--- src/rtl/core/olpd_pkg.sv ---
package olpd_pkg;

    localparam int DEPTH_DEF = 16;
    localparam int VALUE_W   = 32;
    localparam int REQ_W     = 2;
    localparam int STATUS_W  = 2;
    localparam int ECOUNT_W  = 5;

    typedef enum logic [REQ_W-1:0] {
        REQ_FRONT  = 2'd0,
        REQ_BACK   = 2'd1,
        REQ_DELETE = 2'd2,
        REQ_NONE   = 2'd3
    } t_req;

    typedef enum logic [STATUS_W-1:0] {
        ST_DONE = 2'd0,
        ST_FULL = 2'd1,
        ST_MISS = 2'd2,
        ST_RSVD = 2'd3
    } t_status;

    // per-cycle command broadcast to every cell, already qualified by accept
    typedef struct packed {
        logic front;
        logic back;
        logic del;
    } t_cell_ctrl;

endpackage

--- src/rtl/core/olpd_cell.sv ---
module olpd_cell import olpd_pkg::*; #(
    parameter int DEPTH = DEPTH_DEF,
    parameter int INDEX = 0,
    localparam int CNT_W = $clog2(DEPTH + 1)
) (
    input  logic                      i_clk,
    input  t_cell_ctrl                i_ctrl,
    input  logic [CNT_W-1:0]          i_count,
    input  logic signed [VALUE_W-1:0] i_key,
    input  logic signed [VALUE_W-1:0] i_prev_value,
    input  logic signed [VALUE_W-1:0] i_next_value,
    input  logic                      i_hit,
    output logic                      o_hit,
    output logic signed [VALUE_W-1:0] o_value
);

    logic signed [VALUE_W-1:0] r_value;
    logic signed [VALUE_W-1:0] n_value;
    logic                      w_used;
    logic                      w_tail;
    logic                      w_match;

    assign w_used  = CNT_W'(INDEX) < i_count;
    assign w_tail  = CNT_W'(INDEX) == i_count;
    assign w_match = w_used && (r_value == i_key);
    // the first match closes the gap, so it and every cell behind it pull from the right
    assign o_hit   = i_hit | w_match;
    assign o_value = r_value;

    always_comb begin
        n_value = r_value;
        if (i_ctrl.front) begin
            n_value = i_prev_value;
        end else if (i_ctrl.back && w_tail) begin
            n_value = i_key;
        end else if (i_ctrl.del && o_hit) begin
            n_value = i_next_value;
        end
    end

    always_ff @(posedge i_clk) begin
        r_value <= n_value;
    end

endmodule

--- src/rtl/core/ordered_list_push_delete.sv ---
// the result of a request is registered and offered in the cycle after its transaction
// throughput: one request per cycle while the output is not stalled; the key match
// ripples through the cell chain in that cycle and sets the clock period
// reset (synchronous, active low) empties the list and drops any pending result;
// entry values are not cleared
module ordered_list_push_delete import olpd_pkg::*; #(
    parameter int DEPTH = DEPTH_DEF
) (
    input  logic                       i_clk,
    input  logic                       i_rst_n,
    input  logic                       i_in_valid,
    output logic                       o_in_stall,
    input  logic [REQ_W-1:0]           i_req_type,
    input  logic signed [VALUE_W-1:0]  i_item_value,
    output logic                       o_out_valid,
    input  logic                       i_out_stall,
    output logic [STATUS_W-1:0]        o_status,
    output logic [ECOUNT_W-1:0]        o_entry_count
);

    localparam int CNT_W = $clog2(DEPTH + 1);

    logic [CNT_W-1:0]          r_count;
    logic [CNT_W-1:0]          n_count;
    logic                      r_out_valid;
    logic                      n_out_valid;
    t_status                   r_status;
    t_status                   n_status;
    logic                      w_accept;
    logic                      w_full;
    t_req                      w_req;
    t_cell_ctrl                w_ctrl;
    logic [31:0]               w_count32;
    logic signed [VALUE_W-1:0] w_value [DEPTH];
    logic                      w_hit   [DEPTH+1];

    assign o_in_stall = r_out_valid & i_out_stall;
    assign w_accept   = i_in_valid & ~o_in_stall;
    assign w_full     = r_count == CNT_W'(DEPTH);
    assign w_req      = t_req'(i_req_type);

    always_comb begin
        w_ctrl = '0;
        if (w_accept) begin
            case (w_req)
                REQ_FRONT:  w_ctrl.front = ~w_full;
                REQ_BACK:   w_ctrl.back  = ~w_full;
                REQ_DELETE: w_ctrl.del   = 1'b1;
                default:    w_ctrl = '0;
            endcase
        end
    end

    assign w_hit[0] = 1'b0;

    genvar g;
    generate
        for (g = 0; g < DEPTH; g++) begin : g_cell
            logic signed [VALUE_W-1:0] w_prev;
            logic signed [VALUE_W-1:0] w_next;
            if (g == 0) begin : g_head
                assign w_prev = i_item_value;
            end else begin : g_body
                assign w_prev = w_value[g-1];
            end
            if (g == DEPTH - 1) begin : g_last
                assign w_next = w_value[g];
            end else begin : g_mid
                assign w_next = w_value[g+1];
            end
            olpd_cell #(
                .DEPTH (DEPTH),
                .INDEX (g)
            ) u_cell (
                .i_clk        (i_clk),
                .i_ctrl       (w_ctrl),
                .i_count      (r_count),
                .i_key        (i_item_value),
                .i_prev_value (w_prev),
                .i_next_value (w_next),
                .i_hit        (w_hit[g]),
                .o_hit        (w_hit[g+1]),
                .o_value      (w_value[g])
            );
        end
    endgenerate

    always_comb begin
        n_count     = r_count;
        n_status    = r_status;
        n_out_valid = r_out_valid & i_out_stall;
        if (w_accept) begin
            n_out_valid = 1'b1;
            n_status    = ST_DONE;
            case (w_req)
                REQ_FRONT, REQ_BACK: begin
                    if (w_full) begin
                        n_status = ST_FULL;
                    end else begin
                        n_count = r_count + 1'b1;
                    end
                end
                REQ_DELETE: begin
                    if (w_hit[DEPTH]) begin
                        n_count = r_count - 1'b1;
                    end else begin
                        n_status = ST_MISS;
                    end
                end
                default: n_status = ST_DONE;
            endcase
        end
    end

    always_ff @(posedge i_clk) begin
        if (!i_rst_n) begin
            r_count     <= '0;
            r_out_valid <= 1'b0;
        end else begin
            r_count     <= n_count;
            r_out_valid <= n_out_valid;
        end
    end

    always_ff @(posedge i_clk) begin
        r_status <= n_status;
    end

    // count only moves with a transaction, which waits until the result is taken
    assign w_count32     = 32'(r_count);
    assign o_out_valid   = r_out_valid;
    assign o_status      = r_status;
    assign o_entry_count = w_count32[ECOUNT_W-1:0];

endmodule

--- config.mk ---
export PLATFORM = sky130hd
export DESIGN_NAME = ordered_list_push_delete
export DESIGN_NICKNAME = d
export VERILOG_FILES = /design/src/rtl/core/olpd_pkg.sv /design/src/rtl/core/olpd_cell.sv /design/src/rtl/core/ordered_list_push_delete.sv
export SDC_FILE = /design/constraint.sdc
export NUM_CORES = 2
export LEC_CHECK = 0
export ABC_AREA = 1
export BUFFER_PORTS_ARGS = -buffer_cell sky130_fd_sc_hd__buf_2
export CELL_PAD_IN_SITES_DETAIL_PLACEMENT = 0
export CELL_PAD_IN_SITES_GLOBAL_PLACEMENT = 2
export CORE_AREA = 2 2 306 339
export CTS_BUF_LIST = sky130_fd_sc_hd__clkbuf_4
export DETAILED_ROUTE_END_ITERATION = 7
export DIE_AREA = 0 0 308 341
export HOLD_SLACK_MARGIN = 0.15
export PLACE_DENSITY_LB_ADDON = 0.1
export SYNTH_ARGS = -nofsm -noshare
export SYNTH_HDL_FRONTEND = slang
export SYNTH_HIERARCHICAL = 1
export SYNTH_SLANG_ARGS = --single-unit
export TNS_END_PERCENT = 5
--- constraint.sdc ---
create_clock -name i_clk -period 4.6 [get_ports i_clk]
set_clock_uncertainty 0.1 [all_clocks]
set_input_delay 0.69 -clock i_clk [delete_from_list [all_inputs] [get_ports i_clk]]
set_output_delay 0.69 -clock i_clk [all_outputs]
set_load 0.01 [all_outputs]
# After elaboration in Yosys (flattened, before gate mapping)
# Index checks and enable logic that the tools add are counted.
dict set report op_classes {
  n_addsub 2
  magnitude_cmp 16
  n_eq_ne 36
  muxes 58
  n_bitwise 19
  n_reduce_logical 68
}
# op n
set ops {}
lappend ops {{32-bit two-way mux} 47}
lappend ops {{32-bit equality test} 16}
lappend ops {{1-bit logical AND} 47}
lappend ops {{3-bit nonzero test} 15}
lappend ops {{4-bit by 5-bit equality test with 1-bit output (first input constant)} 8}
lappend ops {{4-bit by 5-bit < comparator with 1-bit output (first input constant)} 8}
lappend ops {{3-bit by 5-bit equality test with 1-bit output (first input constant)} 4}
lappend ops {{3-bit by 5-bit < comparator with 1-bit output (first input constant)} 4}
lappend ops {{1-bit OR} 15}
lappend ops {{2-bit by 5-bit equality test with 1-bit output (first input constant)} 2}
lappend ops {{1-bit by 5-bit < comparator with 1-bit output (first input constant)} 2}
lappend ops {{2-bit by 5-bit < comparator with 1-bit output (first input constant)} 2}
lappend ops {{5-bit two-way mux} 2}
lappend ops {{5-bit one-hot mux with 2 select lines} 1}
lappend ops {{5-bit by 1-bit adder with 5-bit output (second input constant)} 1}
lappend ops {{1-bit by 5-bit equality test with 1-bit output (first input constant)} 1}
lappend ops {{5-bit equality test (second input constant)} 1}
lappend ops {{5-bit logical NOT} 1}
lappend ops {{1-bit two-way mux} 5}
lappend ops {{5-bit by 1-bit subtractor with 5-bit output (second input constant)} 1}
lappend ops {{2-bit one-hot mux with 2 select lines} 1}
lappend ops {{4-bit AND reduction} 1}
lappend ops {{2-bit nonzero test} 2}
lappend ops {{3-bit two-way mux} 1}
lappend ops {{other kinds (9)} 11}
dict set report totals {
  regBits 520
  in_bits 38
  output_inout_bits 9
  wordCells 218
}

# Depth between registers and ports, before layout
dict set report logic_depth {
  depth_word 20
  depth_mapped 46
  ltp_nobuf 46
}

# By module
# The synthesis kept the hierarchy.
# mod n_inst cells_each area_per_inst_um2 seq_area_each_um2
set by_module_without_submodules {}
lappend by_module_without_submodules {{olpd_cell (g_cell[6].u_cell)} 1 277 2384.8 960.9}
lappend by_module_without_submodules {{olpd_cell (g_cell[11].u_cell)} 1 324 2323.5 960.9}
lappend by_module_without_submodules {{olpd_cell (g_cell[8].u_cell)} 1 312 2288.4 960.9}
lappend by_module_without_submodules {{olpd_cell (g_cell[9].u_cell)} 1 332 2280.9 960.9}
lappend by_module_without_submodules {{olpd_cell (g_cell[10].u_cell)} 1 286 2262.2 960.9}
lappend by_module_without_submodules {{olpd_cell (g_cell[4].u_cell)} 1 281 2260.9 960.9}
lappend by_module_without_submodules {{olpd_cell (g_cell[15].u_cell)} 1 310 2224.6 960.9}
lappend by_module_without_submodules {{olpd_cell (g_cell[5].u_cell)} 1 296 2220.9 960.9}
lappend by_module_without_submodules {{olpd_cell (g_cell[14].u_cell)} 1 296 2217.1 960.9}
lappend by_module_without_submodules {{olpd_cell (g_cell[13].u_cell)} 1 275 2213.4 960.9}
lappend by_module_without_submodules {{olpd_cell (g_cell[0].u_cell)} 1 269 2210.9 960.9}
lappend by_module_without_submodules {{olpd_cell (g_cell[7].u_cell)} 1 313 2202.1 960.9}
lappend by_module_without_submodules {{olpd_cell (g_cell[1].u_cell)} 1 298 2193.4 960.9}
lappend by_module_without_submodules {{olpd_cell (g_cell[12].u_cell)} 1 281 2184.6 960.9}
lappend by_module_without_submodules {{3 more rows} - - - -}

# Least setup slack after synthesis
# No wires, ideal clock.
dict set report synth_timing {
  path_type {register to register}
  start {reg r_count[0], in the netlist o_entry_count[0]}
  end {reg g_cell[13].u_cell.r_value[0] (enable)}
  setup_ps 389
  arrival_ps 4269
  required_time_ps 4111
  setup_slack_ps -159
  stages_incl_launch_ff 12
  path_buffers 1
  synth_period_minus_slack_ps 4759
  path_cell_list {dfxtp_1 > inv_1 > nand4_2 > inv_1 > nor4_1 > nand2_1 > nor2_4 > nand3_4 > clkinv_2 > buf_6 > nor2_1 > nand2_1}
}
# item line_no
set synth_rtl {}
lappend synth_rtl {{start, declared} ordered_list_push_delete.sv:23} ;# logic [CNT_W-1:0] r_count;
lappend synth_rtl {{start signal, assigned} ordered_list_push_delete.sv:120} ;# r_count <= n_count;
lappend synth_rtl {{end signal, assigned} olpd_cell.sv:42} ;# r_value <= n_value;
lappend synth_rtl {{end, declared} olpd_cell.sv:17} ;# logic signed [VALUE_W-1:0] r_value;

==> flow_metrics.tcl <==
set metrics [dict create \
    clock-sinks 520 \
    slew_violations 0 \
    slew_headroom_pct 27.7 \
    wl_per_cell_um 18.9 \
    htreeDepth 4 \
    synth_area_per_cell_um2 7.61 \
    cap_violations 0 \
    gp_congestion 0.803 \
    post-route-period-util_pct 90.6 \
    rsz0062_at_grt "false" \
    fp.dieH_um 341 \
    hold_viol_final 0 \
    irDropWorstVdd_v 0.000194 \
    fin_crit_ps 4170 \
    crit_required_ps 5380 \
    synth_area_um2 36300 \
    setup_violations 0 \
    critPathArrivalTime_ps 4950 \
    fmax_ghz 0.240 \
    synthArstFlopShare_pct 0 \
    core_um2 102000 \
    route.detailed.drc 0 \
    route.vias.total 31200 \
    root_buffer "clkbuf_4" \
    fin_cells 6405 \
    finalInstanceArea_um2 40700 \
    clk_latency_ps 1050 \
    first_pass_iters 6 \
    postRouteWirelength_mm 121 \
    yosysSeqAreaShare_pct 42.8 \
    hold_path_class "in2reg" \
    synth_edf_count 514 \
    synth_cell_types 50 \
    viasPerCell 4.87 \
    mappedNetlistNets 4812 \
    cellPowerDensity_nw_per_um2 305 \
    grt_pass1_wl_mm 186 \
    cts_buffers 163 \
    max_slew.worst_pin.slew_ps 1080 \
    grt_pass1_vias 30400 \
    status "finished clean" \
    grt_remaining_overflow 0 \
    grt_use_total_pct 23.0 \
    finalNetCount 5024 \
    ant_nets 0 \
    cp_top_family "simple AND/OR/NAND/NOR gates" \
    tritoncts "done" \
    hpwl_mm 88.5 \
    clk_path_buf_depth 3 \
    critPathCaptureType "register" \
    grt_max_degree 97 \
    start_util_pct 35.8 \
    dpl_cell_area_um2 38400 \
    antenna_found_initial 5 \
    final_common_cell "nand2_1" \
    final_cell_mix "1338 x nand2_1, 701 x nor2_1, 514 x edfxtp_1" \
    leakage_nw 17.2 \
    slowest_delay_ps 540 \
    row_count 123 \
    syn_to_final_growth_pct 12.1 \
    critPathSlowestCell "dlygate4sd3_1" \
    pin_count 47 \
    crit_path_frequent_cell "nand2_1" \
    synth_top_flop_cell "edfxtp_1" \
    critPathMaxFanout 8 \
    path_clk_slew_ps 60 \
    crit_buf_inv 18 \
    dieArea_um2 105000 \
    worst_setup_path_start_kind "input port" \
    drive_gt1_share_pct 13.9 \
    dpl.cell_count 6097 \
    crit_type "in2reg" \
    postSynthCellCount 4773 \
    drt_iter0_drc 2147 \
    yosysWarnings 6 \
    io_buffers 46 \
    synth.ff_latch_count 520 \
    fp.dieW_um 308 \
]
[final timing paths]
check | from | to | slack (ps) | depth (start not counted)
setup / recovery | i_item_value[9] | o_entry_count[4]$_SDFFE_PN0P_ | 430 | 45
hold / removal | i_item_value[1] | g_cell[1].u_cell/o_value[1]$_DFFE_PP_ | 300 | 5
setup reg to reg | g_cell[0].u_cell/o_value[20]$_DFFE_PP_ | o_entry_count[4]$_SDFFE_PN0P_ | 460 | 45
hold reg to reg | g_cell[0].u_cell/o_value[7]$_DFFE_PP_ | g_cell[1].u_cell/o_value[7]$_DFFE_PP_ | 480 | 2
[synthesized netlist by cell type (all sizes together), types with 3 or more instances]
cell	n	share of area, %
xnor2	248	6.0
dfxtp	6	0.33
or2	16	0.28
clkinv	7	0.12
nand2	1363	14
edfxtp	514	42
inv	490	5.1
nor2	724	7.8
o22ai	3	0.052
nand4	39	0.71
a31oi	191	3.4
a21oi	371	6.1
nor3	5	0.13
clkbuf	80	0.86
nand3	192	2.8
buf	146	3.4
o21ai	302	4.4
xor2	69	1.7
[state kept, by name, summed over array words and instances, names as in the netlist]
register,cells
o_out_valid,1
o_entry_count,5
g_cell.u_cell/o_value,512
o_status,2
[per-layer routing]
layer / GRT usage, % / vias to the layer above / part of all wire, %
li1: - / 16100 / -
met4: 7.22 / 0 / 2.5
met2: 38.9 / 591 / 48
met1: 30.3 / 14300 / 46
met3: 3.33 / 176 / 3.5
met5: 0 / - / 0
[through the flow]
step | total power [W] | setup TNS (ps) | util (%) | setup WS (ps) | hold WS (ps)
after floorplan | 0.00704 | -1070 | - | -33.5 | 432
after global routing | 0.0131 | 0 | 40.1 | 23.7 | 247
after global placement | 0.00782 | -5830 | 37.8 | -183 | 446
after detailed placement | 0.00783 | -3950 | 37.8 | -139 | 449
final | 0.0124 | 0 | 40.1 | 431 | 299
after CTS | 0.0126 | 0 | 40.0 | 203 | 164
[layout make-up]
class / instances / area (um2)
Clock inverter: 32 / 179
Antenna cell: 3 / 7.51
Tap cell: 1312 / 1640
Fill cell: 10700 / 60900
Inverter: 497 / 1890
Multi-Input combinational cell: 3530 / 17400
Clock buffer: 238 / 1790
Timing Repair Buffer: 273 / 2270
Sequential cell: 520 / 15600
[worst register-to-register path, delay by kind of cell, from the launching register on]
family                    cells  cell delay [ps]
buffers and inverters        17              940
xor gates and xnor gates      1              160
and+or+nand+nor              25             2050
AOI/OAI and AO/OA             2              310
DFF                           1              420
[cell families after synthesis]
| group | after synthesis | share of synthesized area (%) |
|---|---|---|
| fa+ha+maj | 1 | 0.0344 |
| xor+xnor | 317 | 7.64 |
| other cells | 1 | 0.0103 |
| compound gates | 868 | 14.0 |
| flops | 520 | 42.8 |
| buf+inv | 723 | 9.45 |
| simple gates | 2343 | 26.1 |
[where the power goes]
part	internal [W]	total [W]	switching, W	leakage [nW]
Sequential	0.00555	0.00581	0.000257	4.79
Clock	0.00244	0.00467	0.00223	1.19
Combinational	0.000710	0.00193	0.00122	11.2
Total	0.00871	0.0124	0.00371	17.2
[timing repair]
action | CTS | global route
resized for setup | 0 | 8
endpoints found under the setup margin | 0 | 37
hold buffers | 34 | 0
hold endpoints to repair | 102 | 0
setup buffers | 0 | 1
No activity file was read; power rests on OpenSTA's default activity.
